<file path="config.mk">
export PLATFORM = sky130hd
export DESIGN_NAME = cau_front
export DESIGN_NICKNAME = d
export VERILOG_FILES = /design/src/rtl/cau_pkg.sv /design/src/rtl/cau_front.sv
export SDC_FILE = /design/constraint.sdc
export NUM_CORES = 1
export LEC_CHECK = 0
export ABC_AREA = 0
export BUFFER_PORTS_ARGS = -buffer_cell sky130_fd_sc_hd__buf_2
export CORE_MARGIN = 5
export CORE_UTILIZATION = 57
export CTS_CLUSTER_DIAMETER = 150
export CTS_CLUSTER_SIZE = 25
export DETAILED_ROUTE_END_ITERATION = 8
export PLACE_DENSITY = 0.86
export SYNTH_ARGS = -nofsm -noshare
export SYNTH_HDL_FRONTEND = slang
export SYNTH_SLANG_ARGS = --single-unit
</file>
<file path="constraint.sdc">
create_clock -name clk -period 5.38 [get_ports clk]
set_clock_uncertainty 0.15 [all_clocks]
set_input_delay 0.807 -clock clk [delete_from_list [all_inputs] [get_ports clk]]
set_output_delay 0.807 -clock clk [all_outputs]
set_load 0.02 [all_outputs]
</file>
<file path="src/rtl/cau_pkg.sv">
`timescale 1ns / 1ps

package cau_pkg;

	// Operation codes carried in req_type.
	typedef enum logic [2:0] {
		OP_ADD  = 3'd0,
		OP_SUB  = 3'd1,
		OP_MUL  = 3'd2,
		OP_DIV  = 3'd3,
		OP_MAG  = 3'd4,
		OP_ARG  = 3'd5,
		OP_CONJ = 3'd6,
		OP_EQ   = 3'd7
	} cau_op_t;

	// Work class chosen by the front end.
	typedef enum logic [2:0] {
		CL_SIMPLE = 3'd0,
		CL_MUL    = 3'd1,
		CL_DIV    = 3'd2,
		CL_MAG    = 3'd3,
		CL_ARG    = 3'd4
	} cau_class_t;

	// Control word at the head of the request queue.
	typedef struct packed {
		logic       valid;
		cau_class_t cls;
		cau_op_t    op;
	} cau_head_t;

	// Back end sequencer states.
	typedef enum logic [3:0] {
		ST_IDLE   = 4'd0,
		ST_PROD   = 4'd1,
		ST_MULSUM = 4'd2,
		ST_MULFIN = 4'd3,
		ST_DEN    = 4'd4,
		ST_DPREP  = 4'd5,
		ST_DIV    = 4'd6,
		ST_DFIN   = 4'd7,
		ST_SQSUM  = 4'd8,
		ST_SQRT   = 4'd9,
		ST_SQFIN  = 4'd10,
		ST_ASET   = 4'd11,
		ST_ANORM  = 4'd12,
		ST_ACORD  = 4'd13,
		ST_AFIN   = 4'd14
	} cau_state_t;

	localparam int QDEPTH     = 4;
	localparam int QAW        = 2;
	localparam int ANG_FRAC   = 30;
	localparam int NORM_SHIFT = 40;
	localparam int ZW         = 34;

	localparam logic signed [ZW-1:0] PI_Q30      = 34'sd3373259426;
	localparam logic signed [ZW-1:0] HALF_PI_Q30 = 34'sd1686629713;

	localparam logic [15:0] EQ_TOL_RESET = 16'd1;
	localparam logic        REG_EQ_TOL   = 1'b0;

	// Truncated atan(2^-i) in Q30.
	function automatic logic [31:0] atan_q30(input logic [4:0] idx);
		logic [31:0] v;
		case (idx)
			5'd0:  v = 32'h3243F6A8;
			5'd1:  v = 32'h1DAC6705;
			5'd2:  v = 32'h0FADBAFC;
			5'd3:  v = 32'h07F56EA6;
			5'd4:  v = 32'h03FEAB76;
			5'd5:  v = 32'h01FFD55B;
			5'd6:  v = 32'h00FFFAAA;
			5'd7:  v = 32'h007FFF55;
			5'd8:  v = 32'h003FFFEA;
			5'd9:  v = 32'h001FFFFD;
			5'd10: v = 32'h000FFFFF;
			5'd11: v = 32'h0007FFFF;
			5'd12: v = 32'h0003FFFF;
			5'd13: v = 32'h0001FFFF;
			5'd14: v = 32'h0000FFFF;
			5'd15: v = 32'h00007FFF;
			5'd16: v = 32'h00003FFF;
			5'd17: v = 32'h00001FFF;
			5'd18: v = 32'h00000FFF;
			5'd19: v = 32'h000007FF;
			5'd20: v = 32'h000003FF;
			5'd21: v = 32'h000001FF;
			5'd22: v = 32'h000000FF;
			5'd23: v = 32'h0000007F;
			5'd24: v = 32'h0000003F;
			5'd25: v = 32'h0000001F;
			5'd26: v = 32'h0000000F;
			5'd27: v = 32'h00000008;
			5'd28: v = 32'h00000004;
			5'd29: v = 32'h00000002;
			5'd30: v = 32'h00000001;
			default: v = 32'h00000000;
		endcase
		return v;
	endfunction

endpackage

</file>
<file path="src/rtl/cau_front.sv">
`timescale 1ns / 1ps

module cau_front #(
	parameter int DATA_WIDTH = 32
) (
	input  logic                         clk,
	input  logic                         arst_n,
	input  logic                         start,
	output logic                         busy,
	input  logic [2:0]                   req_type,
	input  logic signed [DATA_WIDTH-1:0] a_re,
	input  logic signed [DATA_WIDTH-1:0] a_im,
	input  logic signed [DATA_WIDTH-1:0] b_re,
	input  logic signed [DATA_WIDTH-1:0] b_im,
	input  logic                         pop,
	output cau_pkg::cau_head_t           head,
	output logic signed [DATA_WIDTH-1:0] h_ar,
	output logic signed [DATA_WIDTH-1:0] h_ai,
	output logic signed [DATA_WIDTH-1:0] h_br,
	output logic signed [DATA_WIDTH-1:0] h_bi
);

	localparam int CNTW = $clog2(cau_pkg::QDEPTH + 1);

	cau_pkg::cau_op_t          op_mem_q  [cau_pkg::QDEPTH];
	cau_pkg::cau_class_t       cls_mem_q [cau_pkg::QDEPTH];
	logic signed [DATA_WIDTH-1:0] ar_mem_q [cau_pkg::QDEPTH];
	logic signed [DATA_WIDTH-1:0] ai_mem_q [cau_pkg::QDEPTH];
	logic signed [DATA_WIDTH-1:0] br_mem_q [cau_pkg::QDEPTH];
	logic signed [DATA_WIDTH-1:0] bi_mem_q [cau_pkg::QDEPTH];

	logic [cau_pkg::QAW-1:0] wr_ptr_q, rd_ptr_q;
	logic [CNTW-1:0]         cnt_q;
	logic                    push;
	cau_pkg::cau_op_t        op_in;
	cau_pkg::cau_class_t     cls_in;

	assign busy = (cnt_q == CNTW'(cau_pkg::QDEPTH));
	assign push = start && !busy;
	assign op_in = cau_pkg::cau_op_t'(req_type);

	// Classify the request; a division by zero needs no divider.
	always_comb begin
		case (op_in)
			cau_pkg::OP_MUL: cls_in = cau_pkg::CL_MUL;
			cau_pkg::OP_DIV: begin
				if (b_re == '0 && b_im == '0) begin
					cls_in = cau_pkg::CL_SIMPLE;
				end else begin
					cls_in = cau_pkg::CL_DIV;
				end
			end
			cau_pkg::OP_MAG: cls_in = cau_pkg::CL_MAG;
			cau_pkg::OP_ARG: cls_in = cau_pkg::CL_ARG;
			default:         cls_in = cau_pkg::CL_SIMPLE;
		endcase
	end

	// Queue storage, written on each transfer.
	always_ff @(posedge clk) begin
		if (push) begin
			op_mem_q[wr_ptr_q]  <= op_in;
			cls_mem_q[wr_ptr_q] <= cls_in;
			ar_mem_q[wr_ptr_q]  <= a_re;
			ai_mem_q[wr_ptr_q]  <= a_im;
			br_mem_q[wr_ptr_q]  <= b_re;
			bi_mem_q[wr_ptr_q]  <= b_im;
		end
	end

	// Queue pointers and fill count.
	always_ff @(posedge clk or negedge arst_n) begin
		if (!arst_n) begin
			wr_ptr_q <= '0;
			rd_ptr_q <= '0;
			cnt_q    <= '0;
		end else begin
			if (push) begin
				wr_ptr_q <= wr_ptr_q + 1'b1;
			end
			if (pop) begin
				rd_ptr_q <= rd_ptr_q + 1'b1;
			end
			case ({push, pop})
				2'b10:   cnt_q <= cnt_q + 1'b1;
				2'b01:   cnt_q <= cnt_q - 1'b1;
				default: cnt_q <= cnt_q;
			endcase
		end
	end

	// Head of the queue.
	always_comb begin
		head.valid = (cnt_q != '0);
		head.cls   = cls_mem_q[rd_ptr_q];
		head.op    = op_mem_q[rd_ptr_q];
		h_ar       = ar_mem_q[rd_ptr_q];
		h_ai       = ai_mem_q[rd_ptr_q];
		h_br       = br_mem_q[rd_ptr_q];
		h_bi       = bi_mem_q[rd_ptr_q];
	end

endmodule

</file>
==> impl_metrics.yaml, run 1 <==
sta:
  period_needed_ns: 3.851
  finalSetupViolations: 0
  rsz0062_at_grt: "false"
  slew_headroom_pct: 30.94
  worstMarginPinSlew_ns: 1.036
  fmax_ghz: 0.2597
  drv_slew: 0
  hold_violations: 0
  fin_crit_sh_pct: 71.58
  fin_tns_setup_ns: 0
critical_path:
  worstSetupPathType: "flop to output pin"
  crit_cells: 3
  crit_start: "rd_ptr_q[0]"
  crit_buf_inv: 2
  cp_top_family: "flip-flops"
  worst_setup_path_end_kind: "output pin"
  cp_max_fo: 48
  r2r_start: "cnt_q[0]"
  cp_data_required_time_ns: 4.42
  crit_arrival_ns: 2.89
  crit_chain: "buf_4 > mux4_2 > buf_2"
  slowest_stage: "dfrtp_4"
  worst-r2r-cell-count: 5
  rrSetupSlack_ns: 2.47
  start_kind: "flop"
  max_stage_delay_ns: 1.12
  rr_endpoint: "bi_mem_q[2][20]"
yosys:
  syn_avg_cell_area_um2: 26.01
  synthCells: 764
  yosysWarnings: 0
  synthArstFlopShare_pct: 1.289
  postSynthNetCount: 905
  syn_area_um2: 19870
  synth_most_common_cell: "edfxtp_1"
  netlist.area_leader.share_pct: 81.00
  synthTopCellsByArea: "edfxtp_1, mux4_2, dfrtp_1, nor4_1, buf_2"
  synth-edff-count: 536
  ys_seq_area_share_pct: 81.88
  synthTopCellsByCount: "edfxtp_1, mux4_2, nor4_1"
  yosysTopAreaCell: "edfxtp_1"
  synth_seq_cells: 543
  ys_types: 27
  synth-main-ff-cell: "edfxtp_1"
route:
  antenna_left: 0
  first_iter_violations: 728
  drtPass1Iterations: 4
  via_per_inst: 5.914
  vias: 9025
  post_drt_wl_per_cell_um: 26.23
  routed_wirelength_um: 40020
  drc: 0
global_route:
  grt_pass1_vias: 9558
  grt_pass1_wl_um: 59680
  grt-ovfl-total: 0
  antenna_found_initial: 11
  grt_max_degree: 96
  grt_usage_pct: 20.47
cts:
  cts-hold-fix-buffers: 1
  clk_pin_slew_ns: 0.12
  post-cts-setup-buffer-count: 0
  cts_sinks: 543
  ctsResizeCount: 0
  cts_buffers: 25
  htree_levels: 1
  clockRootBuffer: "clkbuf_16"
  clock_latency_ns: 0.55
  cts_tree: "built"
  clockBufferDepth: 3
floorplan:
  floorplan.initialDensity_pct: 57.67
  boundaryPins: 271
  rows: 68
  die_w_um: 196.7
  core-area_um2: 34460
  die-area_um2: 38700
  die_h_um: 196.7
flow_run:
  maxCapViolCount: 0
min_path:
  min_to: "ar_mem_q[3][3]"
  worst_hold_path.num_cells: 1
  hold_path_class: "input port to flop"
  min-delay-start: "a_re[3]"
finish:
  finalNetCount: 1190
  area_growth_pct: 13.51
  final_cells: 1526
  drive_gt1_share_pct: 42.74
outcome:
  status: "complete, no violations"
placed_design:
  port_buffers: 270
  place.gp.congestion: 0.7560
  dpl.hpwl_um: 25190
  dp_cells: 1476
power_and_ir_drop:
  vdd_drop_max_mv: 0.3804
  clkPwrFrac_pct: 17.1
  seqPwrFrac_pct: 48.8
  switchingPower_mw: 4.056
  power.internal_mw: 8.167
  pwr-share-comb_pct: 34.1
  cellPowerDensity_nw_per_um2: 541.9
  netSwitchingFraction_pct: 33.18
  leakage_nw: 7.516
## how the worst max path moves through the flow
stage	end	slack (ns)
floorplan	ai_mem_q[0][0]	0.56
global placement	h_bi[20]	2.07
detailed placement	h_bi[30]	2.03
CTS	h_bi[5]	1.39
global route	h_bi[5]	1.26
finish	h_bi[5]	1.53
## worst reg2reg max path, stage by stage (launching register included)
cell and delay (ns):
dfrtp_1 0.40, inv_1 0.09, and3_1 0.19, nor2b_2 0.35, and2_4 0.84, buf_4 0.56
## layer usage
| metal | up-vias | GRT usage [%] | routed length, um | part of all wire (%) |
|---|---|---|---|---|
| met5 | - | 0 | 95 | 0.24 |
| met3 | 60 | 6.034 | 3923 | 9.8 |
| met1 | 4705 | 27.78 | 15060 | 38 |
| li1 | 3867 | - | - | - |
| met4 | 16 | 4.571 | 1012 | 2.5 |
| met2 | 377 | 33.84 | 19930 | 50 |
## stage by stage
step	area [um^2]	setup slack (ns)	util, %	power (mW)	hold WS, ns
after floorplan	19870	0.5621	-	8.901	0.2981
after global placement	21830	2.069	63.36	10.19	0.3255
after detailed placement	21830	2.028	63.36	10.31	0.3547
after CTS	22550	1.395	65.43	12.39	0.2785
after global routing	22550	1.262	65.45	12.80	0.2772
final	22560	1.529	65.46	12.22	0.3030
## power groups by stage
stage | sequential, mW | clock [mW] | combinational, mW
global placement | 6.01 | 0 | 4.18
global route | 6.06 | 2.31 | 4.43
floorplan | 5.90 | 0 | 3.00
detailed placement | 6.08 | 0 | 4.23
finish | 5.97 | 2.09 | 4.17
CTS | 5.99 | 2.14 | 4.26
## state kept, by name, summed over array words and instances, names as in the netlist
name and cells:
ar_mem_q 128, rd_ptr_q 2, cls_mem_q 12, br_mem_q 128, wr_ptr_q 2, ai_mem_q 128, op_mem_q 12, bi_mem_q 128
cnt_q 3
## cell type report
cell class              instances  area (um^2)
clock buffers                  44        696.9
diodes                          4        10.01
flip-flops and latches        543        16280
inverters                       7        26.28
repair buffers                288         1564
well taps                     455        569.3
clock inverters                 1        8.758
multi-input cells             184         3403
fillers                      2168        11900
## cells in the final DEF, fill, tap and decap left out, types with 5 or more instances in the layout
cell       instances
edfxtp_1         536
buf_4             11
nor4_1            17
clkbuf_1          19
ha_1               5
mux4_2           134
clkbuf_16         25
buf_2            270
dfrtp_1            5
inv_1              7
buf_12             6
## kinds of logic after synthesis
group                    after synthesis  synth area share [%]
XOR/XNOR                               6                0.2645
AND/OR/NAND/NOR                       34                 1.045
flip-flops                           543                 81.88
buffers and inverters                 37                 1.045
multiplexers                         136                 15.29
adder cells (fa/ha/maj)                6                0.4156
AO/OA/AOI/OAI                          2               0.05666
No activity file was read; power rests on OpenSTA's default activity.
==> run 2, diff against run 1 <==
--- a/config.mk
+++ b/config.mk
@@ -5,7 +5,7 @@
 export SDC_FILE = /design/constraint.sdc
 export NUM_CORES = 1
 export LEC_CHECK = 0
-export ABC_AREA = 0
+export ABC_AREA = 1
 export BUFFER_PORTS_ARGS = -buffer_cell sky130_fd_sc_hd__buf_2
 export CORE_MARGIN = 5
 export CORE_UTILIZATION = 57
==> constraint.sdc (replaced) <==
create_clock -name clk -period 3.6 [get_ports clk]
set_clock_uncertainty 0.15 [all_clocks]
set_input_delay 0.54 -clock clk [delete_from_list [all_inputs] [get_ports clk]]
set_output_delay 0.54 -clock clk [all_outputs]
set_load 0.02 [all_outputs]
==> impl_metrics.yaml, run 2 <==
yosys:
  ys_seq_area_share_pct: 79.06
  synth-edff-count: 536
  synthTopCellsByArea: "edfxtp_1, nor2_1, o21ai_0, o22ai_1, o21ai_1"
  synthTopCellsByCount: "edfxtp_1, nor2_1, o21ai_0"
  synth_seq_cells: 543
  synth-main-ff-cell: "edfxtp_1"
  synthCells: 1412
  yosysWarnings: 0
  ys_types: 25
  netlist.area_leader.share_pct: 78.21
  yosysTopAreaCell: "edfxtp_1"
  syn_area_um2: 20580
  syn_avg_cell_area_um2: 14.57
  synth_most_common_cell: "edfxtp_1"
  synthArstFlopShare_pct: 1.289
  postSynthNetCount: 1553
finish:
  fillCellCount: 2467
  regArea_um2: 16280
  multiInputGateArea_um2: 3676
  layout_commonest_cell: "edfxtp_1"
  drive_gt1_share_pct: 19.89
  area_growth_pct: 11.58
  mostFrequentLayoutCells: "edfxtp_1, nor2_1, buf_2"
  final_cells: 2119
  finalNetCount: 1786
outcome:
  status: "complete, no violations"
critical_path:
  crit_start: "rd_ptr_q[0]"
  worst-r2r-cell-count: 6
  critPathCapture: "h_ai[25]"
  rrSetupSlack_ns: 1.22
  crit_arrival_ns: 2.57
  cp_data_required_time_ns: 2.91
  start_kind: "flop"
  worstSetupPathType: "flop to output pin"
  worst_setup_path_end_kind: "output pin"
  cp_max_fo: 96
  r2r_start: "cnt_q[2]"
  rr_endpoint: "br_mem_q[1][28]"
min_path:
  worst_hold_path.num_cells: 1
  hold_path_class: "input port to flop"
placed_design:
  place.gp.congestion: 0.7586
  dp_worst_setup_slack_ns: 0.9547
  port_buffers: 270
  dp_cells: 2078
  dpl.hpwl_um: 26320
route:
  first_iter_violations: 1076
  routed_wirelength_um: 43860
  vias: 12490
  drtPass1Iterations: 5
  via_per_inst: 5.893
  post_drt_wl_per_cell_um: 20.70
  wl_met2_um: 22300
  met1_length_um: 16560
  wl_met3_um: 3732
  antenna_left: 0
  dr.max_layer_used: "met5"
  drc: 0
floorplan:
  boundaryPins: 271
  die_w_um: 200.0
  rows: 69
  floorplan.initialDensity_pct: 57.86
  die_h_um: 200.0
  die-area_um2: 40000
  core-area_um2: 35570
sta:
  rsz0062_at_grt: "false"
  fmax_ghz: 0.3068
  worstMarginPinSlew_ns: 0.9322
  finalSetupViolations: 0
  holdWs_ns: 0.04553
  slew_headroom_pct: 37.85
  drv_slew: 0
  fin_crit_sh_pct: 90.55
  fin_ws_ns: 0.3401
  hold_violations: 0
  period_needed_ns: 3.260
global_route:
  grt_max_degree: 175
  grt_pass1_vias: 12190
  grt_pass1_wl_um: 65960
  grt_usage_pct: 21.06
  grt-ovfl-total: 0
  antenna_found_initial: 11
power_and_ir_drop:
  p_total_mw: 19.48
  cellPowerDensity_nw_per_um2: 848.3
  vdd_drop_max_mv: 0.7275
  leakage_nw: 7.770
cts:
  clockRootBuffer: "clkbuf_16"
  htree_levels: 1
  clockBufferDepth: 3
  cts_tree: "built"
  clock_latency_ns: 0.54
  clk_pin_slew_ns: 0.10
  cts_sinks: 543
  cts_buffers: 25
flow_run:
  maxCapViolCount: 0
run 2: repair_timing:
| item | in CTS | in global routing |
|---|---|---|
| hold buffers | 1 | 0 |
| setup buffers | 0 | 0 |
| setup endpoints to repair | 0 | 0 |
| hold endpoints to repair | 7 | 0 |
| gates resized for setup | 0 | 0 |
run 2: worst max-delay path, stage by stage (launching register included):
cell and delay [ns]:
dfrtp_4 0.48, buf_4 0.72, o21ai_0 0.26, o22ai_1 0.30, buf_2 0.22
run 2: area by class of cell:
cell class / instances / area share, %
antenna: 4 / 0.04359
clock buffer: 35 / 2.888
clock inverter: 1 / 0.03814
inverter: 15 / 0.2888
multi-input combinational: 766 / 16.01
sequential: 543 / 70.89
tap: 461 / 2.512
timing repair buffer: 294 / 7.334
run 2: logic make-up after synthesis:
group	share of synthesized area, %
flip-flops	79.06
AO/OA/AOI/OAI	10.71
AND/OR/NAND/NOR	6.390
buffers and inverters	3.222
adder cells (fa/ha/maj)	0.4013
XOR/XNOR	0.2128
run 2: power by group:
group | switching [mW] | internal (mW)
logic | 5.64 | 2.21
registers | 0.272 | 8.31
clock network | 1.75 | 1.29
run 2: worst min path at each step:
stage	from	to	slack [ns]
2_1_floorplan	arst_n	cnt_q[0]	0.09
3_3_place_gp	arst_n	cnt_q[1]	0.23
3_5_place_dp	arst_n	cnt_q[1]	0.24
4_1_cts	a_re[8]	ar_mem_q[0][8]	0.02
5_1_grt	a_re[19]	ar_mem_q[0][19]	0.02
6_report	a_im[11]	ai_mem_q[3][11]	0.05
run 2: per-stage QoR:
| stage | instance area, um^2 | utilization (%) | TNS [ns] |
|---|---|---|---|
| 6_report | 22960 | 64.56 | 0 |
| 4_1_cts | 22950 | 64.53 | 0 |
| 2_1_floorplan | 20590 | - | -670.28 |
| 5_1_grt | 22960 | 64.55 | 0 |
| 3_3_place_gp | 22270 | 62.61 | 0 |
| 3_5_place_dp | 22270 | 62.61 | 0 |
run 2: per-layer routing:
metal  track usage, %  vias to the layer above
met5                0                        -
met1            27.66                     6165
met2            36.63                      509
met4            5.434                       14
met3            4.146                       75
li1                 -                     5724
